===== config.mk =====
export PLATFORM = sky130hd
export DESIGN_NAME = ebaa_kernel
export DESIGN_NICKNAME = d
export VERILOG_FILES = /design/src/hw/rtl/ebaa_pkg.sv /design/src/hw/rtl/ebaa_kernel.sv
export SDC_FILE = /design/constraint.sdc
export NUM_CORES = 1
export LEC_CHECK = 0
export BUFFER_PORTS_ARGS = -buffer_cell sky130_fd_sc_hd__clkbuf_2
export CORE_MARGIN = 1.5
export CORE_UTILIZATION = 35
export CTS_CLUSTER_DIAMETER = 80
export DETAILED_ROUTE_END_ITERATION = 10
export SETUP_SLACK_MARGIN = 0.02
export SLEW_MARGIN = 20
export SYNTH_ARGS = -nofsm -noshare
export SYNTH_HDL_FRONTEND = slang
export SYNTH_SLANG_ARGS = --single-unit

===== constraint.sdc =====
create_clock -name clk_i -period 30 [get_ports clk_i]
set_input_delay 3 -clock clk_i [delete_from_list [all_inputs] [get_ports clk_i]]
set_output_delay 3 -clock clk_i [all_outputs]
set_load 0.005 [all_outputs]

===== src/hw/rtl/ebaa_pkg.sv =====
package ebaa_pkg;

  localparam int unsigned LineDepth = 2048;
  localparam int unsigned ColW      = $clog2(LineDepth);
  localparam int unsigned CntW      = 12;
  localparam int unsigned RowW      = 12;
  localparam int unsigned RgbW      = 24;
  localparam int unsigned LumaW     = 10;
  localparam int unsigned ThrW      = 10;
  localparam int unsigned CfgIdxW   = 2;
  localparam int unsigned CfgDataW  = 12;

  localparam logic [CntW-1:0] MinSize  = CntW'(3);
  localparam logic [CntW-1:0] MaxWidth = CntW'(LineDepth);

  localparam logic [20:0] Recip3 = 21'd683;

  typedef enum logic [CfgIdxW-1:0] {
    CfgFrameWidth        = 2'd0,
    CfgFrameHeight       = 2'd1,
    CfgContrastThreshold = 2'd2
  } cfg_reg_e;

  // pixel held in the window stage
  typedef struct packed {
    logic [ColW-1:0]  col;
    logic [RowW-1:0]  row;
    logic [RgbW-1:0]  rgb;
    logic [LumaW-1:0] luma;
    logic             last_col;
  } pix_t;

  typedef struct packed {
    logic [ColW-1:0] col;
    logic [RowW-1:0] row;
    logic [RgbW-1:0] rgb;
    logic            blended;
  } res_t;

  typedef struct packed {
    logic            en;
    logic [ColW-1:0] addr;
    logic [RgbW-1:0] data;
  } fin_wr_t;

  function automatic logic [LumaW-1:0] luma_of(input logic [RgbW-1:0] rgb);
    logic [17:0] sum;
    sum = 18'(rgb[23:16]) * 18'd299 + 18'(rgb[15:8]) * 18'd587 + 18'(rgb[7:0]) * 18'd114;
    return sum[17:8];
  endfunction

  // floor(x / 3) for x below 768, by reciprocal multiply
  function automatic logic [7:0] div3(input logic [9:0] x);
    logic [20:0] p;
    p = 21'(x) * Recip3;
    return p[18:11];
  endfunction

  function automatic logic [RgbW-1:0] blend3(input logic [RgbW-1:0] c,
                                             input logic [RgbW-1:0] n);
    logic [RgbW-1:0] r;
    logic [9:0]      x;
    r = '0;
    for (int k = 0; k < 3; k++) begin
      x = 10'(c[8*k +: 8]) + {1'b0, n[8*k +: 8], 1'b0};
      r[8*k +: 8] = div3(x);
    end
    return r;
  endfunction

endpackage


===== src/hw/rtl/ebaa_kernel.sv =====
module ebaa_kernel (
  input  logic                         clk_i,
  input  logic                         rst_ni,
  input  logic                         step_i,
  input  ebaa_pkg::pix_t               pix_i,
  input  logic [ebaa_pkg::ThrW-1:0]    threshold_i,
  input  logic [2*ebaa_pkg::LumaW-1:0] luma_rd_i,
  input  logic [ebaa_pkg::RgbW-1:0]    centre_rd_i,
  input  logic [ebaa_pkg::RgbW-1:0]    final_rd_i,
  output logic [2*ebaa_pkg::LumaW-1:0] luma_wr_o,
  output ebaa_pkg::fin_wr_t            final_wr_o,
  output logic                         emit_o,
  output ebaa_pkg::res_t               res_o
);
  import ebaa_pkg::*;

  logic [LumaW-1:0] older_d1_q, older_d2_q, cur_d1_q, cur_d2_q;
  logic [RgbW-1:0]  centre_prev_q, up_prev_q, left_q;
  logic             pend_valid_q;
  logic [ColW-1:0]  pend_addr_q;
  logic [RgbW-1:0]  pend_data_q;

  logic             has_centre, full;
  logic [LumaW-1:0] ne, nw, sw, se, mx, mn, spread;
  logic [LumaW:0]   s_bot, s_top, s_lft, s_rgt;
  logic             go_left, go_up, do_blend;
  logic [RgbW-1:0]  up, nb, fin;
  logic             normal_wr;

  always_comb begin
    has_centre = (pix_i.row != '0) && (pix_i.col != '0);
    full       = (pix_i.row > RowW'(1)) && (pix_i.col > ColW'(1));

    nw = older_d2_q;
    ne = luma_rd_i[2*LumaW-1:LumaW];
    sw = cur_d2_q;
    se = pix_i.luma;
    up = (pix_i.col == '0) ? '0 : final_rd_i;

    mx = nw;
    mn = nw;
    if (ne > mx) mx = ne;
    if (sw > mx) mx = sw;
    if (se > mx) mx = se;
    if (ne < mn) mn = ne;
    if (sw < mn) mn = sw;
    if (se < mn) mn = se;
    spread = mx - mn;

    s_bot = {1'b0, sw} + {1'b0, se};
    s_top = {1'b0, nw} + {1'b0, ne};
    s_lft = {1'b0, nw} + {1'b0, sw};
    s_rgt = {1'b0, ne} + {1'b0, se};
    go_left = s_bot < s_top;
    go_up   = s_lft < s_rgt;
    // flat window in both directions: leave the pixel alone
    do_blend = full && (spread >= threshold_i) && !((s_bot == s_top) && (s_lft == s_rgt));

    case ({go_left, go_up})
      2'b11:   nb = up_prev_q;
      2'b10:   nb = left_q;
      2'b01:   nb = up;
      default: nb = centre_prev_q;
    endcase
    fin = do_blend ? blend3(centre_prev_q, nb) : centre_prev_q;

    emit_o        = full;
    res_o.col     = pix_i.col - ColW'(1);
    res_o.row     = pix_i.row - RowW'(1);
    res_o.rgb     = fin;
    res_o.blended = do_blend;

    luma_wr_o = {luma_rd_i[LumaW-1:0], pix_i.luma};

    // right border column goes out one step late, in a free write slot
    normal_wr = step_i && has_centre;
    if (normal_wr) begin
      final_wr_o.en   = 1'b1;
      final_wr_o.addr = pix_i.col - ColW'(1);
      final_wr_o.data = fin;
    end else begin
      final_wr_o.en   = pend_valid_q;
      final_wr_o.addr = pend_addr_q;
      final_wr_o.data = pend_data_q;
    end
  end

  always_ff @(posedge clk_i or negedge rst_ni) begin
    if (!rst_ni) begin
      older_d1_q    <= '0;
      older_d2_q    <= '0;
      cur_d1_q      <= '0;
      cur_d2_q      <= '0;
      centre_prev_q <= '0;
      up_prev_q     <= '0;
      left_q        <= '0;
    end else if (step_i) begin
      older_d2_q    <= older_d1_q;
      older_d1_q    <= ne;
      cur_d2_q      <= cur_d1_q;
      cur_d1_q      <= pix_i.luma;
      centre_prev_q <= centre_rd_i;
      up_prev_q     <= up;
      if (has_centre) begin
        left_q <= fin;
      end
    end
  end

  always_ff @(posedge clk_i or negedge rst_ni) begin
    if (!rst_ni) begin
      pend_valid_q <= 1'b0;
    end else if (normal_wr && pix_i.last_col) begin
      pend_valid_q <= 1'b1;
    end else if (!normal_wr) begin
      pend_valid_q <= 1'b0;
    end
  end

  always_ff @(posedge clk_i) begin
    if (normal_wr && pix_i.last_col) begin
      pend_addr_q <= pix_i.col;
      pend_data_q <= centre_rd_i;
    end
  end

endmodule


; Word-level counts from Yosys, hierarchy flattened
; Cells that the tools add are included.
[word_totals]
regBits = 148
input_bits = 139
output_inout_bits = 105
elab_cells = 64
[classes]
addsub = 10
multipliers = 3
n_lt_le_gt_ge = 11
n_eq_ne = 6
mux = 12
reduce_logical = 12
[op_table]
columns = cell, n
row1 = $pmux 24 s3, 1
row2 = $mux 10, 6
row3 = $mul 10x10->19 const B, 3
row4 = $mux 24, 2
row5 = $add 10x10->11, 4
row6 = $mux 36, 1
row7 = $add 8x9->10, 3
row8 = $gt 10x10->1, 3
row9 = $lt 10x10->1, 3
row10 = $eq 11x11->1, 2
row11 = $lt 11x11->1, 2
row12 = $gt 12x1->1 const B, 1
row13 = $reduce_bool 12->1, 1
row14 = $sub 12x1->12 const B, 1
row15 = $gt 11x1->1 const B, 1
row16 = $logic_not 11->1, 1
row17 = $reduce_bool 11->1, 1
row18 = $sub 11x1->11 const B, 1
row19 = $ge 10x10->1, 1
row20 = $sub 10x10->10, 1
row21 = $logic_and 1x1->1, 7
row22 = $eq 2x2->1 const B, 2
row23 = $eq 2x1->1 const B, 1
row24 = $mux 1, 2
row25 = other kinds (3), 3

; Longest topological paths before layout
; Gate-level depths: netlist of the first run.
[depth]
ltp_word = 12
ltp_mapped = 53
mapped_depth_nobuf = 51

; Worst setup path after synthesis of the first run
; No wires, ideal clock.
[synth_path]
kind = input-to-output
start = input port luma_rd_i[10] in the netlist's numbering
end = output port final_wr_o[12] in the netlist's numbering
arrival_time_ns = 12.767
required_ns = 27.000
slack_ns = 14.233
cell_stages = 48
path_buffers = 2
path_cell_list = ha_1 inv_1 fa_1 o21ba_2 o21ai_0 a21oi_1 o21bai_1 a21oi_1 nor2_1 nor2_1 nor2_1 nor2_1 nor2_1 nor2_1 ha_1 and3_1 a221oi_1 clkbuf_1 [... 12 more ...] xor2_1 ha_1 ha_1 inv_1 fa_1 inv_1 fa_1 fa_1 ha_1 a211o_1 a2111oi_0 o31ai_1 a311o_1 a21oi_1 xnor2_1 mux2_4 or2_1 o21a_1
[synth_rtl]
columns = item, line
row1 = from (decl), ebaa_kernel.sv:7  ; input logic [2*ebaa_pkg::LumaW-1:0] luma_rd_i,
row2 = to (decl), ebaa_kernel.sv:11  ; output ebaa_pkg::fin_wr_t final_wr_o,

==> flow_summary.yaml, run 1 <==
synth:
  yosysWarnings: 0
  syn_inst: 1880
  synth.most_common_cell: "ha_1"
  yosys.area.top_type: "ha_1"
  synth_cell_type_count: 70
  synth_area_leaders: "ha_1 24%, dfrtp_1 16%, fa_1 8.2%"
  ys_ff_latch: 148
  synth_nets: 2416
  synth_top_area_share: 0.236
  syn_area_um2: 17300
  synth_edf_count: 35
  yosysSeqAreaShare: 0.225
  synth_flop_cell: "dfrtp_1"
  syn_area_per_cell_um2: 9.18
  synthTopCellsByCount: "326 x ha_1, 257 x inv_1, 127 x nand2_1"
  async_reset_ff_frac: 0.764
timing:
  slew_viol_final: 0
  hold_viol_final: 0
  period_minus_slack_ns: 17.69
  max_clock_freq_mhz: 56.5
  relSlewSlack: 0.353
  finClkSkew_ns: 0.0115
  worst_pin_slew_ns: 0.970
  rsz0062_at_grt: "false"
  fin_tns_setup_ns: 0
  setup_viol: 0
  post-route-period-util: 0.590
worst_setup_path:
  worstSetupPathType: "in -> out"
  rrSetupSlack_ns: 17.97
  crit-reg2reg-launch: "nw[0]"
  worst_setup_path_start_kind: "input port"
  worst_path_most_repeated_cell: "nor2_1"
  crit_path_end: "final_wr_o[15]"
  worstSetupEndpointType: "primary output"
  rr_endpoint: "left_q[12]"
  crit_slowest_cell: "a2111oi_0"
  cp.arrival_ns: 14.69
  cp.required_ns: 27.00
  critPathLaunch: "luma_rd_i[10]"
  crit_path_max_fanout: 34
  slowest_delay_ns: 0.78
  reg2reg_depth: 48
placed_design:
  finalWeightedCongestion: 0.882
  portBuffers: 199
  dp_hpwl_um: 35900
die:
  die_area_um2: 50600
  pin_count: 244
  placeableCoreArea_um2: 48700
  die_h_um: 225
  die_w_um: 225
  rows: 81
  initial_core_util: 0.354
cts:
  cts_setup_buffers: 0
  root_buffer: "clkbuf_16"
  cts.sinks: 148
  numCtsBuffers: 17
  clk_latency_ns: 0.49
  htree_levels: 4
  cts.path.max_buffers: 2
  cts_tree: "built"
  cts-resized-gates: 0
  path_clk_slew_ns: 0.06
  ctsHoldBuffers: 0
global_route:
  grt_use_total: 0.185
  overflow: 0
  grt_pass1_vias: 13937
  grt_pass1_wl_um: 72600
  antenna_found_initial: 2
  grt_max_degree: 83
cells_and_area:
  nets: 2573
  fillCellCount: 4914
  drive_gt1_frac: 0.162
  areaGrowthSynthToFinish_pct: 12.8
  antennaDiodeCount: 0
drt:
  wl_um: 45300
  drc: 0
  final_antenna_net_count: 0
  viasPerCell: 5.05
  dr.pass1.iters: 5
  post_drt_wl_per_cell_um: 16.7
  dr.first_iter.drc_count: 681
  vias: 13706
worst_hold_path:
  hp-start: "older_d1_q[3]"
  hold_path.class: "reg -> reg"
status:
  status: "completed"
flow_run:
  cap_violations: 0
-- critical path: cells and delay by family --
family | cells | cell delay [ns]
AOI/OAI and AO/OA | 18 | 4.58
adders and majority gates | 11 | 3.94
and+or+nand+nor | 12 | 1.61
buffers and inverters | 8 | 1.10
xor gates and xnor gates | 2 | 0.39
-- placed cells by master, fill, tap and decap left out, types with 8 or more instances in the layout --
master | netlist | routed
a211oi_1 | 27 | 27
a21o_1 | 34 | 34
a21oi_1 | 119 | 119
a31oi_1 | 21 | 21
and2_1 | 13 | 12
and3_1 | 30 | 30
buf_4 | 21 | 18
clkbuf_16 | 0 | 17
clkbuf_2 | 0 | 197
dfrtp_1 | 113 | 113
edfxtp_1 | 35 | 35
fa_1 | 71 | 71
ha_1 | 326 | 326
inv_1 | 257 | 257
mux2_2 | 56 | 56
mux2i_1 | 41 | 41
nand2_1 | 127 | 127
nand2b_1 | 8 | 8
nand3_1 | 40 | 40
nand4_1 | 9 | 9
nor2_1 | 90 | 90
nor2b_1 | 12 | 12
nor3_1 | 18 | 18
o21a_1 | 39 | 39
o21ai_0 | 95 | 94
o21bai_1 | 24 | 24
xnor2_1 | 71 | 71
xor2_1 | 32 | 32
-- routing by layer --
metal	routed length, um	up-vias	global-route usage
li1	-	6821	-
met1	21300	6602	0.238
met2	21500	235	0.311
met3	1780	46	0.0364
met4	738	2	0.0569
met5	9	-	0
-- cell type report --
type                            count  area (um^2)  share of cell area
Clock buffer                       18          429              0.0220
Sequential cell                   148         3880               0.199
Timing Repair Buffer              215         1120              0.0576
Inverter                          257          965              0.0495
Multi-Input combinational cell   1398        12100               0.621
Clock inverter                     12          156             0.00803
Tap cell                          664          831              0.0427
-- kinds of logic after synthesis --
group | after synthesis | synth area share
AO/OA/AOI/OAI | 412 | 0.150
flip-flops | 148 | 0.225
multiplexers | 106 | 0.0689
AND/OR/NAND/NOR | 378 | 0.104
XOR/XNOR | 105 | 0.0549
buffers and inverters | 334 | 0.0783
adder cells (fa/ha/maj) | 397 | 0.319
-- sequential cells by signal (all words and copies together) (netlist names) --
name,count
cur_d2_q,10
pend_data_q,24
pend_valid_q,1
up_prev_q,24
left_q,24
cur_d1_q,10
older_d1_q,10
centre_prev_q,24
nw,10
pend_addr_q,11
-- worst min path at each step --
| stage | end | slack (ns) | depth (start not counted) |
|---|---|---|---|
| floorplan | left_q[21] | 0.45 | 1 |
| global placement | left_q[8] | 0.46 | 1 |
| detailed placement | nw[3] | 0.46 | 2 |
| CTS | nw[3] | 0.48 | 2 |
| global route | left_q[4] | 0.50 | 1 |
| finish | nw[3] | 0.48 | 2 |
-- through the flow --
step | instance area (um^2) | hold slack (ns) | util | cells | setup WS [ns]
after floorplan | 17300 | 0.449 | - | 1880 | 14.23
after CTS | 19500 | 0.479 | 0.399 | 2712 | 12.27
after global routing | 19500 | 0.496 | 0.399 | 2712 | 11.43
final | 19500 | 0.478 | 0.399 | 2712 | 12.31
after global placement | 18900 | 0.459 | 0.387 | 2682 | 12.37
after detailed placement | 18900 | 0.465 | 0.387 | 2682 | 12.29
Power of run 1 is not shown: default switching activity piles up to over one toggle a cycle in this logic, so the estimate is an artifact.
==> inputs of run 2 (changes only) <==
clock period = 16.6 ns   (was 30 ns; I/O delays follow)
==> flow_summary.yaml, run 2 (synthesized netlist as in run 1, its figures left out) <==
status:
  status: "completed"
global_route:
  grt_use_total: 0.184
  overflow: 0
  grt_pass1_wl_um: 72600
  grt_pass1_vias: 14063
  grt_max_degree: 80
  antenna_found_initial: 3
placed_design:
  portBuffers: 199
  dp_hpwl_um: 36000
  finalWeightedCongestion: 0.883
  dp.cells: 2683
worst_setup_path:
  cp.required_ns: 14.94
  worstSetupEndpointType: "primary output"
  worstSetupPathType: "in -> out"
  rrSetupSlack_ns: 4.72
  reg2reg_depth: 49
  cp.arrival_ns: 13.22
  worst_setup_path_start_kind: "input port"
  crit_path_max_fanout: 14
  slowest_delay_ns: 0.79
  crit-reg2reg-launch: "nw[0]"
  worst_path_most_repeated_cell: "nor2_1"
  crit_slowest_cell: "o21ai_2"
  rr_endpoint: "left_q[7]"
worst_hold_path:
  hold_path.class: "reg -> reg"
  min_to: "cur_d2_q[0]"
  min_path_cells: 2
  hp-start: "cur_d1_q[0]"
cells_and_area:
  drive_gt1_frac: 0.162
  nets: 2574
  areaGrowthSynthToFinish_pct: 12.8
  final_common_cell: "ha_1"
  final_cells: 2716
  final_cell_mix: "326 x ha_1, 257 x inv_1, 197 x clkbuf_2"
drt:
  final_antenna_net_count: 0
  viasPerCell: 5.07
  dr.first_iter.drc_count: 618
  dr.pass1.iters: 5
  drc: 0
  vias: 13769
  post_drt_wl_per_cell_um: 16.6
  wl_um: 45100
die:
  die_h_um: 225
  die_w_um: 225
  placeableCoreArea_um2: 48700
  rows: 81
  initial_core_util: 0.354
  die_area_um2: 50600
  pin_count: 244
timing:
  setup_viol: 0
  fin_tns_setup_ns: 0
  max_clock_freq_mhz: 67.2
  hold_viol_final: 0
  period_minus_slack_ns: 14.88
  rsz0062_at_grt: "false"
  finClkSkew_ns: 0.00782
  post-route-period-util: 0.896
  slew_viol_final: 0
  whs_ns: 0.482
  worst_pin_slew_ns: 0.976
  relSlewSlack: 0.348
cts:
  cts.sinks: 148
  ctsHoldBuffers: 0
  cts_tree: "built"
  cts_setup_buffers: 0
  cts-resized-gates: 0
  clk_latency_ns: 0.49
  path_clk_slew_ns: 0.06
  root_buffer: "clkbuf_16"
  cts.path.max_buffers: 2
  numCtsBuffers: 17
  htree_levels: 4
flow_run:
  cap_violations: 0
run 2: how the worst max path moves through the flow:
| stage | from | cells after the start | to |
|---|---|---|---|
| CTS | luma_rd_i[10] | 51 | final_wr_o[7] |
| finish | luma_rd_i[10] | 51 | final_wr_o[7] |
| global route | pix_i[1] | 49 | final_wr_o[23] |
| global placement | luma_rd_i[10] | 51 | final_wr_o[15] |
| detailed placement | luma_rd_i[10] | 51 | final_wr_o[7] |
| floorplan | luma_rd_i[10] | 48 | final_wr_o[12] |
run 2: cell type report:
type	count	area [um^2]
tap	664	831
clock buffer	22	475
fill	4900	29300
clock inverter	10	96.3
antenna	1	2.50
sequential	148	3880
inverter	257	965
timing repair buffer	216	1130
multi-input combinational	1398	12100
run 2: routing by layer:
layer / track usage / wire [um] / up-vias
met5: 0 / 20 / -
met2: 0.309 / 21300 / 244
li1: - / - / 6841
met3: 0.0454 / 2060 / 43
met1: 0.237 / 21100 / 6637
met4: 0.0457 / 634 / 4
run 2: metrics by stage:
step	cell area [um^2]	setup WS, ns	util
after floorplan	17300	3.51	-
after CTS	19500	1.65	0.399
final	19500	1.72	0.399
after global placement	18900	1.81	0.388
after global routing	19500	0.851	0.399
after detailed placement	18900	1.69	0.388
run 2: critical path: cells and delay by family:
family	cells	cell delay [ns]
multiplexers	1	0.31
buffers and inverters	8	0.67
AND/OR/NAND/NOR	12	1.85
AO/OA/AOI/OAI	18	4.44
XOR/XNOR	1	0.30
adder cells (fa/ha/maj)	11	3.97
Power of run 2 is left out for the same reason.
