[src/hw/rtl/ebaa_pkg.sv]
package ebaa_pkg;

  localparam int unsigned LineDepth = 2048;
  localparam int unsigned ColW      = $clog2(LineDepth);
  localparam int unsigned CntW      = 12;
  localparam int unsigned RowW      = 12;
  localparam int unsigned RgbW      = 24;
  localparam int unsigned LumaW     = 10;
  localparam int unsigned ThrW      = 10;
  localparam int unsigned CfgIdxW   = 2;
  localparam int unsigned CfgDataW  = 12;

  localparam logic [CntW-1:0] MinSize  = CntW'(3);
  localparam logic [CntW-1:0] MaxWidth = CntW'(LineDepth);

  localparam logic [20:0] Recip3 = 21'd683;

  typedef enum logic [CfgIdxW-1:0] {
    CfgFrameWidth        = 2'd0,
    CfgFrameHeight       = 2'd1,
    CfgContrastThreshold = 2'd2
  } cfg_reg_e;

  // pixel held in the window stage
  typedef struct packed {
    logic [ColW-1:0]  col;
    logic [RowW-1:0]  row;
    logic [RgbW-1:0]  rgb;
    logic [LumaW-1:0] luma;
    logic             last_col;
  } pix_t;

  typedef struct packed {
    logic [ColW-1:0] col;
    logic [RowW-1:0] row;
    logic [RgbW-1:0] rgb;
    logic            blended;
  } res_t;

  typedef struct packed {
    logic            en;
    logic [ColW-1:0] addr;
    logic [RgbW-1:0] data;
  } fin_wr_t;

  function automatic logic [LumaW-1:0] luma_of(input logic [RgbW-1:0] rgb);
    logic [17:0] sum;
    sum = 18'(rgb[23:16]) * 18'd299 + 18'(rgb[15:8]) * 18'd587 + 18'(rgb[7:0]) * 18'd114;
    return sum[17:8];
  endfunction

  // floor(x / 3) for x below 768, by reciprocal multiply
  function automatic logic [7:0] div3(input logic [9:0] x);
    logic [20:0] p;
    p = 21'(x) * Recip3;
    return p[18:11];
  endfunction

  function automatic logic [RgbW-1:0] blend3(input logic [RgbW-1:0] c,
                                             input logic [RgbW-1:0] n);
    logic [RgbW-1:0] r;
    logic [9:0]      x;
    r = '0;
    for (int k = 0; k < 3; k++) begin
      x = 10'(c[8*k +: 8]) + {1'b0, n[8*k +: 8], 1'b0};
      r[8*k +: 8] = div3(x);
    end
    return r;
  endfunction

endpackage

[src/hw/rtl/ebaa_front.sv]
module ebaa_front (
  input  logic                       clk_i,
  input  logic                       rst_ni,
  input  logic                       accept_i,
  input  logic [ebaa_pkg::RgbW-1:0]  pixel_rgb_i,
  input  logic                       frame_start_i,
  input  logic [ebaa_pkg::CntW-1:0]  frame_width_i,
  input  logic [ebaa_pkg::RowW-1:0]  frame_height_i,
  output logic [ebaa_pkg::ColW-1:0]  rd_col_o,
  output ebaa_pkg::pix_t             pix_o
);
  import ebaa_pkg::*;

  logic [CntW-1:0] col_q, col_d;
  logic [RowW-1:0] row_q, row_d;
  logic [CntW-1:0] w_eff;
  logic [RowW-1:0] h_eff;
  logic [CntW-1:0] col_base, col_cur;
  logic [RowW-1:0] row_base, row_step;
  pix_t            pix_q, pix_d;

  always_comb begin
    w_eff = frame_width_i;
    if (w_eff < MinSize) begin
      w_eff = MinSize;
    end else if (w_eff > MaxWidth) begin
      w_eff = MaxWidth;
    end
    h_eff = frame_height_i;
    if (h_eff < RowW'(MinSize)) begin
      h_eff = RowW'(MinSize);
    end

    col_base = frame_start_i ? '0 : col_q;
    row_base = frame_start_i ? '0 : row_q;
    // wrap past the row end, then past the frame end
    if (col_base >= w_eff) begin
      col_cur  = '0;
      row_step = row_base + RowW'(1);
    end else begin
      col_cur  = col_base;
      row_step = row_base;
    end
    row_d = (row_step >= h_eff) ? '0 : row_step;
    col_d = col_cur + CntW'(1);

    rd_col_o       = col_cur[ColW-1:0];
    pix_d.col      = col_cur[ColW-1:0];
    pix_d.row      = row_d;
    pix_d.rgb      = pixel_rgb_i;
    pix_d.luma     = luma_of(pixel_rgb_i);
    pix_d.last_col = (col_cur == (w_eff - CntW'(1)));
  end

  always_ff @(posedge clk_i or negedge rst_ni) begin
    if (!rst_ni) begin
      col_q <= '0;
      row_q <= '0;
    end else if (accept_i) begin
      col_q <= col_d;
      row_q <= row_d;
    end
  end

  always_ff @(posedge clk_i) begin
    if (accept_i) begin
      pix_q <= pix_d;
    end
  end

  assign pix_o = pix_q;

endmodule

[config.mk]
export PLATFORM = sky130hd
export DESIGN_NAME = ebaa_front
export DESIGN_NICKNAME = d
export VERILOG_FILES = /design/src/hw/rtl/ebaa_pkg.sv /design/src/hw/rtl/ebaa_front.sv
export SDC_FILE = /design/constraint.sdc
export NUM_CORES = 1
export LEC_CHECK = 0
export BUFFER_PORTS_ARGS = -buffer_cell sky130_fd_sc_hd__buf_2
export CORE_UTILIZATION = 45
export CTS_BUF_LIST = sky130_fd_sc_hd__clkbuf_4
export CTS_CLUSTER_SIZE = 28
export DETAILED_ROUTE_END_ITERATION = 7
export PLACE_DENSITY = 0.74
export SLEW_MARGIN = 10
export SYNTH_ARGS = -nofsm -noshare
export SYNTH_HDL_FRONTEND = slang
export SYNTH_SLANG_ARGS = --single-unit
[constraint.sdc]
create_clock -name clk_i -period 5.5 [get_ports clk_i]
set_clock_uncertainty 0.15 [all_clocks]
set_input_delay 0.275 -clock clk_i [delete_from_list [all_inputs] [get_ports clk_i]]
set_output_delay 0.275 -clock clk_i [all_outputs]
set_load 0.02 [all_outputs]
Word-level counts from Yosys, hierarchy flattened
Cells that the tools add are included.
- equality and inequality tests: 1
- multiply operators: 3
- add/subtract/negate cells: 5
- magnitude comparators: 5
- mux-type cells: 8
- operators by type and width (kind ; number):
    two-way mux 12 bit ; 8
    adder 12 x 1 -> 12 bit (second input constant) ; 2
    greater-or-equal comparator 12 bit ; 2
    < comparator 12 x 2 -> 1 bit (second input constant) ; 2
    adder 17 x 18 -> 18 bit ; 1
    adder 18 x 15 -> 18 bit ; 1
    multiplier 8 x 10 -> 18 bit (second input constant) ; 1
    multiplier 8 x 9 -> 17 bit (second input constant) ; 1
    multiplier 8 x 6 -> 14 bit (second input constant) ; 1
    equality test 12 bit ; 1
    > comparator 12 bit (second input constant) ; 1
    subtractor 12 x 1 -> 12 bit (second input constant) ; 1
- bits in registers: 82
- output and inout bits: 69
- input bits: 52

Longest topological paths before layout
Gate-level depths: netlist (run 1).
- word-level depth: 7
- gate-level depth with buffers: 28
- gate-level depth less buffers: 27

Worst setup path before layout (run 1)
OpenSTA, ideal clock, no wires.
- path kind: input -> register
- start point: input port pixel_rgb_i[1] (netlist bit)
- end point: register pix_q (netlist bit pix_o[10]) (data pin)
- data arrival time: 5.541 ns
- path slack: -0.450 ns
- setup time: 0.260 ns
- required time: 5.090 ns
- buffers on the path: 1
- stages on the path: 26
- cell sequence: inv_1 -> fa_1 -> inv_1 -> fa_1 -> ha_1 -> ha_1 -> a21o_1 -> a21oi_1 -> o21bai_1 -> a21oi_1 -> o21ai_0 -> xor2_1 -> ha_1 -> inv_1 -> fa_1 -> fa_1 -> inv_1 -> ha_1 -> clkbuf_1 -> a21o_1 -> a21o_1 -> a21oi_1 -> nand2_1 -> o21a_1 -> a21oi_1 -> xnor2_1
- RTL lines (what ; RTL line ; text):
    from (decl) ; ebaa_front.sv:5 ; input logic [ebaa_pkg::RgbW-1:0] pixel_rgb_i,
    to (signal assigned) ; ebaa_front.sv:67 ; pix_q <= pix_d;
    to (decl) ; ebaa_front.sv:20 ; pix_t pix_q, pix_d;

==> summary.md, run 1 <==
| Metric | Value |
|---|---|
| Result of the run | finished with violations |
| Failing checks | setup timing |
| Share of cells above drive strength 1 | 0.246 |
| Category of the most critical setup path | primary input to flip-flop |
| Number of levels the H-tree was split into | 3 |
| Row cnt | 49 |
| Count of fill cells added during filler insertion | 1579 |
| Leakage power summed over all cells | 5.07 nW |
| Hold Fails Final Rpt | 0 |
| Met1 demand-to-capacity share in global routing | 0.279 |
| Area inside the core boundary | 18300 um2 |
| Worst-Skew Late Latency | 0.46 ns |
| CTS Root Cell | clkbuf_4 |
| Final Wtd Congestion | 0.856 |
| Synth Instances | 858 |
| Distinct cell type count after synthesis | 68 |
| Inserted Clock Buffers | 9 |
| Placed cells | 1218 |
| Routed WL per cell | 15.0 um |
| Number of remaining DRC errors | 0 |
| Router iterations before antenna repair | 4 |
| Top-level I/O count | 121 |
| Mean instance size in the synthesized netlist | 9.93 um2 |
| Estimated wirelength of the detail-placed design | 14.4 mm |
| CTS tree | done |
| Number of buffers added on ports | 120 |
| Crit path arrival time | 5.60 ns |
| PnR worst setup slack | -0.0329 ns |
| Startpoint Class | primary input |
| Clk buf depth | 2 |
| Mapped cell area | 8520 um2 |
| Register bit count reported by yosys | 82 |
| Hold path cells | 2 |
| Rel. slew slack | 0.314 |
| GRT busiest layer | met2 |
| Total setup violations reported at the end of the flow | 2 |
| Final layout net count | 1279 |
| Pre-CTS worst setup slack | -0.571 ns |
| Overall routing resource usage | 0.206 |
| Maximum net fanout on the critical path | 6 |
| Final core area utilization | 0.563 |
| Antenna-violating nets left | 0 |
| Final Max Slew Viols | 0 |
| Final worst path period share | 1.01 |
| Met3 global-route usage | 0.0279 |
| Placed instance area | 9620 um2 |
| Worst endpoint required time | 5.57 ns |
| Clock net sink count | 82 |
| Path depth of the worst reg2reg path | 16 |
| Synthesis Warnings | 0 |
| First-pass GRT wire length | 32.0 mm |
| Endpoint type of the worst setup path | flip-flop |
| Height of the chip | 140 um |
| Unrepaired setup endpoints after global routing | yes |
| Antenna violations before repair | 1 |
| Aggregate global routing overflow | 0 |
| Vias post-DR | 6566 |
| FFs w/ async S/R, synth | 0.293 |
| Layout area overhead | 20.7% |
| Fraction of met2 tracks used by global routing | 0.342 |
| Pin count of the biggest net entering global routing | 80 |
| Clock transition at path regs | 0.13 ns |
| Setup TNS | -0.0356 ns |
| Worst Hold Class | primary input to flip-flop |
| Post-synthesis net count | 1108 |
| Post-synthesis sequential area ratio | 0.275 |
| Max Freq | 0.181 GHz |
| Die boundary width | 140 um |
| Layout Cell Area excl Fill | 10300 um2 |
| Top FF cell, synth | edfxtp_1 |
| Total power per unit cell area | 601 nW/um2 |
| Peak supply drop | 0.000997 V |
| Number of global-route vias before repair | 6690 |
| Area enclosed by the die boundary | 19500 um2 |
| Post-route non-filler standard cell count | 1264 |
| 1st-iter DRT viols | 233 |
| Via/cell ratio | 5.19 |
| Starting density of the core | 0.466 |
| Time the worst path needs with I/O delays and setup | 5.53 ns |
| Count of flip-flops with a built-in enable after synthesis | 58 |
| Final routed wirelength across all metal layers | 19.0 mm |
| Measured slew at the worst slew-check pin | 1.03 ns |
| Number of max-cap violations | 0 |
-- synth_stat cells (all sizes together), types with 9 or more instances --
cell type	instances	area (um2)
clkbuf	20	75.1
nor2	40	150
nand2	39	146
fa	71	1420
nor3	13	70.1
xnor2	22	193
mux2	9	101
nand3	17	85.1
nor2b	19	119
ha	127	1590
a21oi	31	155
buf	12	93.8
xor2	11	96.3
inv	178	668
edfxtp	58	1740
o21ai	34	170
dfrtp	24	601
-- metal layers --
metal / share of wire / vias up
met5: 0 / -
met1: 0.48 / 3186
li1: - / 3218
met2: 0.47 / 140
met3: 0.033 / 22
met4: 0.016 / 0
-- cell families after synthesis --
group	count (synthesis)	synth area share
buffers and inverters	212	0.0991
adder cells (fa/ha/maj)	198	0.353
AND/OR/NAND/NOR	185	0.115
AO/OA/AOI/OAI	134	0.106
flip-flops	82	0.275
XOR/XNOR	33	0.0339
multiplexers	14	0.0178
-- path summary, 6_finish.rpt --
check,start,to,slack [ns]
max,pixel_rgb_i[2],pix_o[8],-0.03
min,pixel_rgb_i[21],pix_o[32],0.09
max reg2reg,col_q[9],row_q[9],1.20
min reg2reg,row_q[5],row_q[5],0.39
max in group asynchronous,rst_ni,row_q[11],4.63
min in group asynchronous,rst_ni,col_q[11],0.17
-- registers in the layout (all words and copies together), names as in the netlist --
name   cells
col_q     12
row_q     12
pix_o     58
-- metrics by stage --
| stage | power, mW | hold slack [ns] |
|---|---|---|
| final | 6.18 | 0.0936 |
| after global routing | 6.83 | 0.0747 |
| after CTS | 5.49 | 0.0402 |
| after detailed placement | 4.98 | 0.160 |
| after global placement | 4.88 | 0.143 |
| after floorplan | 3.70 | -0.171 |
-- where the power goes --
part           leakage (nW)  internal, mW  switching (mW)
Clock                0.0758         0.141           0.227
Combinational          4.09          2.44            2.42
Sequential            0.901         0.911          0.0385
Total                  5.07          3.49            2.69
-- worst max-delay path: stages --
cell	delay, ns
buf_8	0.10
fa_1	0.55
inv_2	0.04
fa_1	0.52
inv_2	0.05
ha_4	0.26
ha_4	0.13
inv_2	0.04
fa_2	0.36
buf_4	0.15
xnor2_2	0.14
ha_2	0.29
fa_1	0.50
inv_2	0.04
fa_2	0.43
fa_1	0.50
inv_2	0.05
ha_4	0.27
nand3_4	0.07
o21ai_4	0.24
o211ai_1	0.18
buf_4	0.16
o2111a_1	0.24
-- final cells by class --
| cell class | instances | area [um2] | area share |
|---|---|---|---|
| Multi-Input combinational cell | 564 | 5620 | 0.547 |
| Clock buffer | 10 | 75.1 | 0.00730 |
| Clock inverter | 6 | 57.6 | 0.00560 |
| Timing Repair Buffer | 192 | 1220 | 0.119 |
| Inverter | 180 | 676 | 0.0657 |
| Tap cell | 229 | 287 | 0.0279 |
| Antenna cell | 1 | 2.50 | 0.000243 |
| Sequential cell | 82 | 2340 | 0.228 |
-- cells in the final DEF (no fill, tap or decap), types with 4 or more instances in the layout --
master / n
inv_1: 167
buf_2: 116
ha_1: 114
fa_1: 68
edfxtp_1: 58
buf_4: 49
nor2_1: 40
nand2_1: 39
o21ai_0: 29
dfrtp_1: 24
dlygate4sd3_1: 24
a21oi_1: 23
xnor2_1: 20
nor2b_1: 19
nand3_1: 16
nor3_1: 12
inv_2: 11
ha_4: 11
clkbuf_4: 11
xor2_1: 9
mux2_2: 9
nand2b_1: 8
o211ai_1: 8
and3_1: 7
a21o_1: 7
and2_1: 7
a21oi_2: 7
o2bb2ai_1: 6
o21a_1: 5
nor4_1: 5
nand4_1: 5
o31ai_1: 5
mux2i_1: 5
a211o_1: 4
o211a_1: 4
clkinv_1: 4
-- repair_timing --
item | CTS | global route
hold buffers | 24 | 0
cloned | 0 | 0
pin swaps | 3 | 45
resized for setup | 2 | 46
hold endpoints to repair | 47 | 0
buffers inserted | 0 | 5
endpoints found under the setup margin | 2 | 8
No activity file was read; power rests on OpenSTA's default activity.
==> run 2: changes to the inputs <==
BUFFER_PORTS_ARGS = unset   (was -buffer_cell sky130_fd_sc_hd__buf_2)
DONT_BUFFER_PORTS = 1   (was unset)
PLACE_DENSITY = 0.69   (was 0.74)
==> summary.md, run 2 (synthesis results as in run 1) <==
| Metric | Value |
|---|---|
| Leakage power summed over all cells | 4.52 nW |
| Worst-Skew Late Latency | 0.49 ns |
| Inserted Clock Buffers | 9 |
| Timing endpoint of the critical path | pix_o[8] |
| Clock net sink count | 82 |
| Area enclosed by the die boundary | 19500 um2 |
| Unrepaired setup endpoints after global routing | yes |
| Final Wtd Congestion | 0.827 |
| Worst R2R End | row_q[8] |
| Launch point of the worst path | pixel_rgb_i[2] |
| Largest register FFs | 58 |
| Result of the run | finished, final reports clean |
| Number of remaining DRC errors | 0 |
| Number of max-cap violations | 0 |
| Hold Fails Final Rpt | 0 |
| Placed instance area | 8920 um2 |
| Launching point of the worst reg2reg path | col_q[9] |
| Pre-CTS worst setup slack | -0.509 ns |
| Final routed wirelength across all metal layers | 18.3 mm |
| Rel. slew slack | 0.262 |
| Worst Hold Class | primary input to flip-flop |
| 1st-iter DRT viols | 278 |
| Routed WL per cell | 16.1 um |
| Total setup violations reported at the end of the flow | 0 |
| Pin count of the biggest net entering global routing | 80 |
| Path depth of the worst reg2reg path | 16 |
| Total power per unit cell area | 594 nW/um2 |
| Final core area utilization | 0.517 |
| Number of levels the H-tree was split into | 3 |
| Category of the most critical setup path | primary input to flip-flop |
| Internal reg-to-reg setup slack | 1.24 ns |
| Layout Cell Area excl Fill | 9440 um2 |
| WHS | 0.0472 ns |
| Antenna-violating nets left | 0 |
| Starting density of the core | 0.466 |
| Share of cells above drive strength 1 | 0.110 |
| Clk buf depth | 2 |
| Clock transition at path regs | 0.16 ns |
| Final worst path period share | 0.996 |
| Endpoint type of the worst setup path | flip-flop |
| Measured slew at the worst slew-check pin | 1.11 ns |
| Startpoint Class | primary input |
| Crit path arrival time | 5.60 ns |
| Final layout net count | 1147 |
| First-pass GRT wire length | 30.6 mm |
| Count of fill cells added during filler insertion | 1629 |
| CTS tree | done |
| Max Freq | 0.182 GHz |
| Final Max Slew Viols | 0 |
| Row cnt | 49 |
| Number of global-route vias before repair | 6124 |
| Maximum net fanout on the critical path | 6 |
| Aggregate global routing overflow | 0 |
| Top-level I/O count | 121 |
| Height of the chip | 140 um |
| PnR worst setup slack | 0.0197 ns |
| Die boundary width | 140 um |
| Via/cell ratio | 5.28 |
| Layout area overhead | 10.8% |
| Peak supply drop | 0.00104 V |
| Area inside the core boundary | 18300 um2 |
| Overall routing resource usage | 0.200 |
| Antenna violations before repair | 1 |
| Most common library cell in the layout ignoring fill and taps | inv_1 |
| Time the worst path needs with I/O delays and setup | 5.48 ns |
| Worst endpoint required time | 5.62 ns |
| Highest-count cells in the layout ignoring fill and taps | 175 x inv_1, 122 x ha_1, 69 x fa_1 |
| Estimated wirelength of the detail-placed design | 13.7 mm |
| Router iterations before antenna repair | 4 |
| Number of buffers added on ports | 0 |
| CTS Root Cell | clkbuf_4 |
| Vias post-DR | 5979 |
[run 2: changes by cell type in the layout (fill, tap and decap cells not counted), sizes merged]
cell,delta
inv,+2
bufinv,-1
buf,-133
dlygate4sd3,+2
clkbuf,-2
[run 2: repair_timing]
item,CTS,global route
resized for setup,0,15
hold endpoints to repair,125,0
setup endpoints to repair,0,5
buffers inserted,0,2
hold buffers,28,0
[run 2: layout make-up]
type | count | area (um2) | area share
clock inverter | 7 | 51.3 | 0.00543
tap | 229 | 287 | 0.0303
multi-input combinational | 564 | 5470 | 0.579
clock buffer | 9 | 67.6 | 0.00716
timing repair buffer | 60 | 548 | 0.0580
antenna | 1 | 2.50 | 0.000265
inverter | 180 | 676 | 0.0716
sequential | 82 | 2340 | 0.248
[run 2: metal layers]
layer / share of wire / wire, um / up-vias / track usage
li1: - / - / 2953 / -
met1: 0.47 / 8520 / 2893 / 0.268
met4: 0.012 / 220 / 0 / 0.0584
met5: 0 / 0 / - / 0
met2: 0.47 / 8500 / 116 / 0.322
met3: 0.056 / 1020 / 17 / 0.0465
[run 2: power by group]
group | internal (mW) | switching, mW | total, mW
clock | 0.0972 | 0.256 | 0.354
combinational | 2.10 | 2.11 | 4.21
sequential | 0.917 | 0.131 | 1.05
total | 3.11 | 2.50 | 5.61
[run 2: worst min path at each step]
stage                endpoint  slack, ns  cells past startpoint  startpoint
finish              pix_o[35]       0.05                      1    accept_i
global route         row_q[5]       0.03                      2      rst_ni
CTS                  col_q[9]       0.02                      2      rst_ni
detailed placement   col_q[3]      -0.17                      0      rst_ni
global placement     col_q[3]      -0.17                      0      rst_ni
floorplan            col_q[0]      -0.17                      0      rst_ni
[run 2: critical path, cell delays in order]
cell      delay, ns
fa_1           0.53
inv_2          0.04
fa_1           0.51
inv_1          0.05
ha_1           0.28
ha_2           0.19
inv_2          0.04
fa_2           0.53
inv_1          0.04
ha_1           0.29
ha_1           0.29
fa_1           0.46
fa_1           0.60
ha_4           0.22
and3_1         0.17
a221oi_4       0.34
o21ai_4        0.15
o211ai_1       0.29
nand4_1        0.15
o2111a_1       0.15
[run 2: through the flow]
step	std cells	TNS [ns]	power (mW)
after global placement	1085	-1.98	4.84
after floorplan	858	-0.592	3.70
after CTS	1129	0	5.37
after global routing	1132	-0.491	6.27
final	1132	0	5.61
after detailed placement	1085	-2.76	4.94
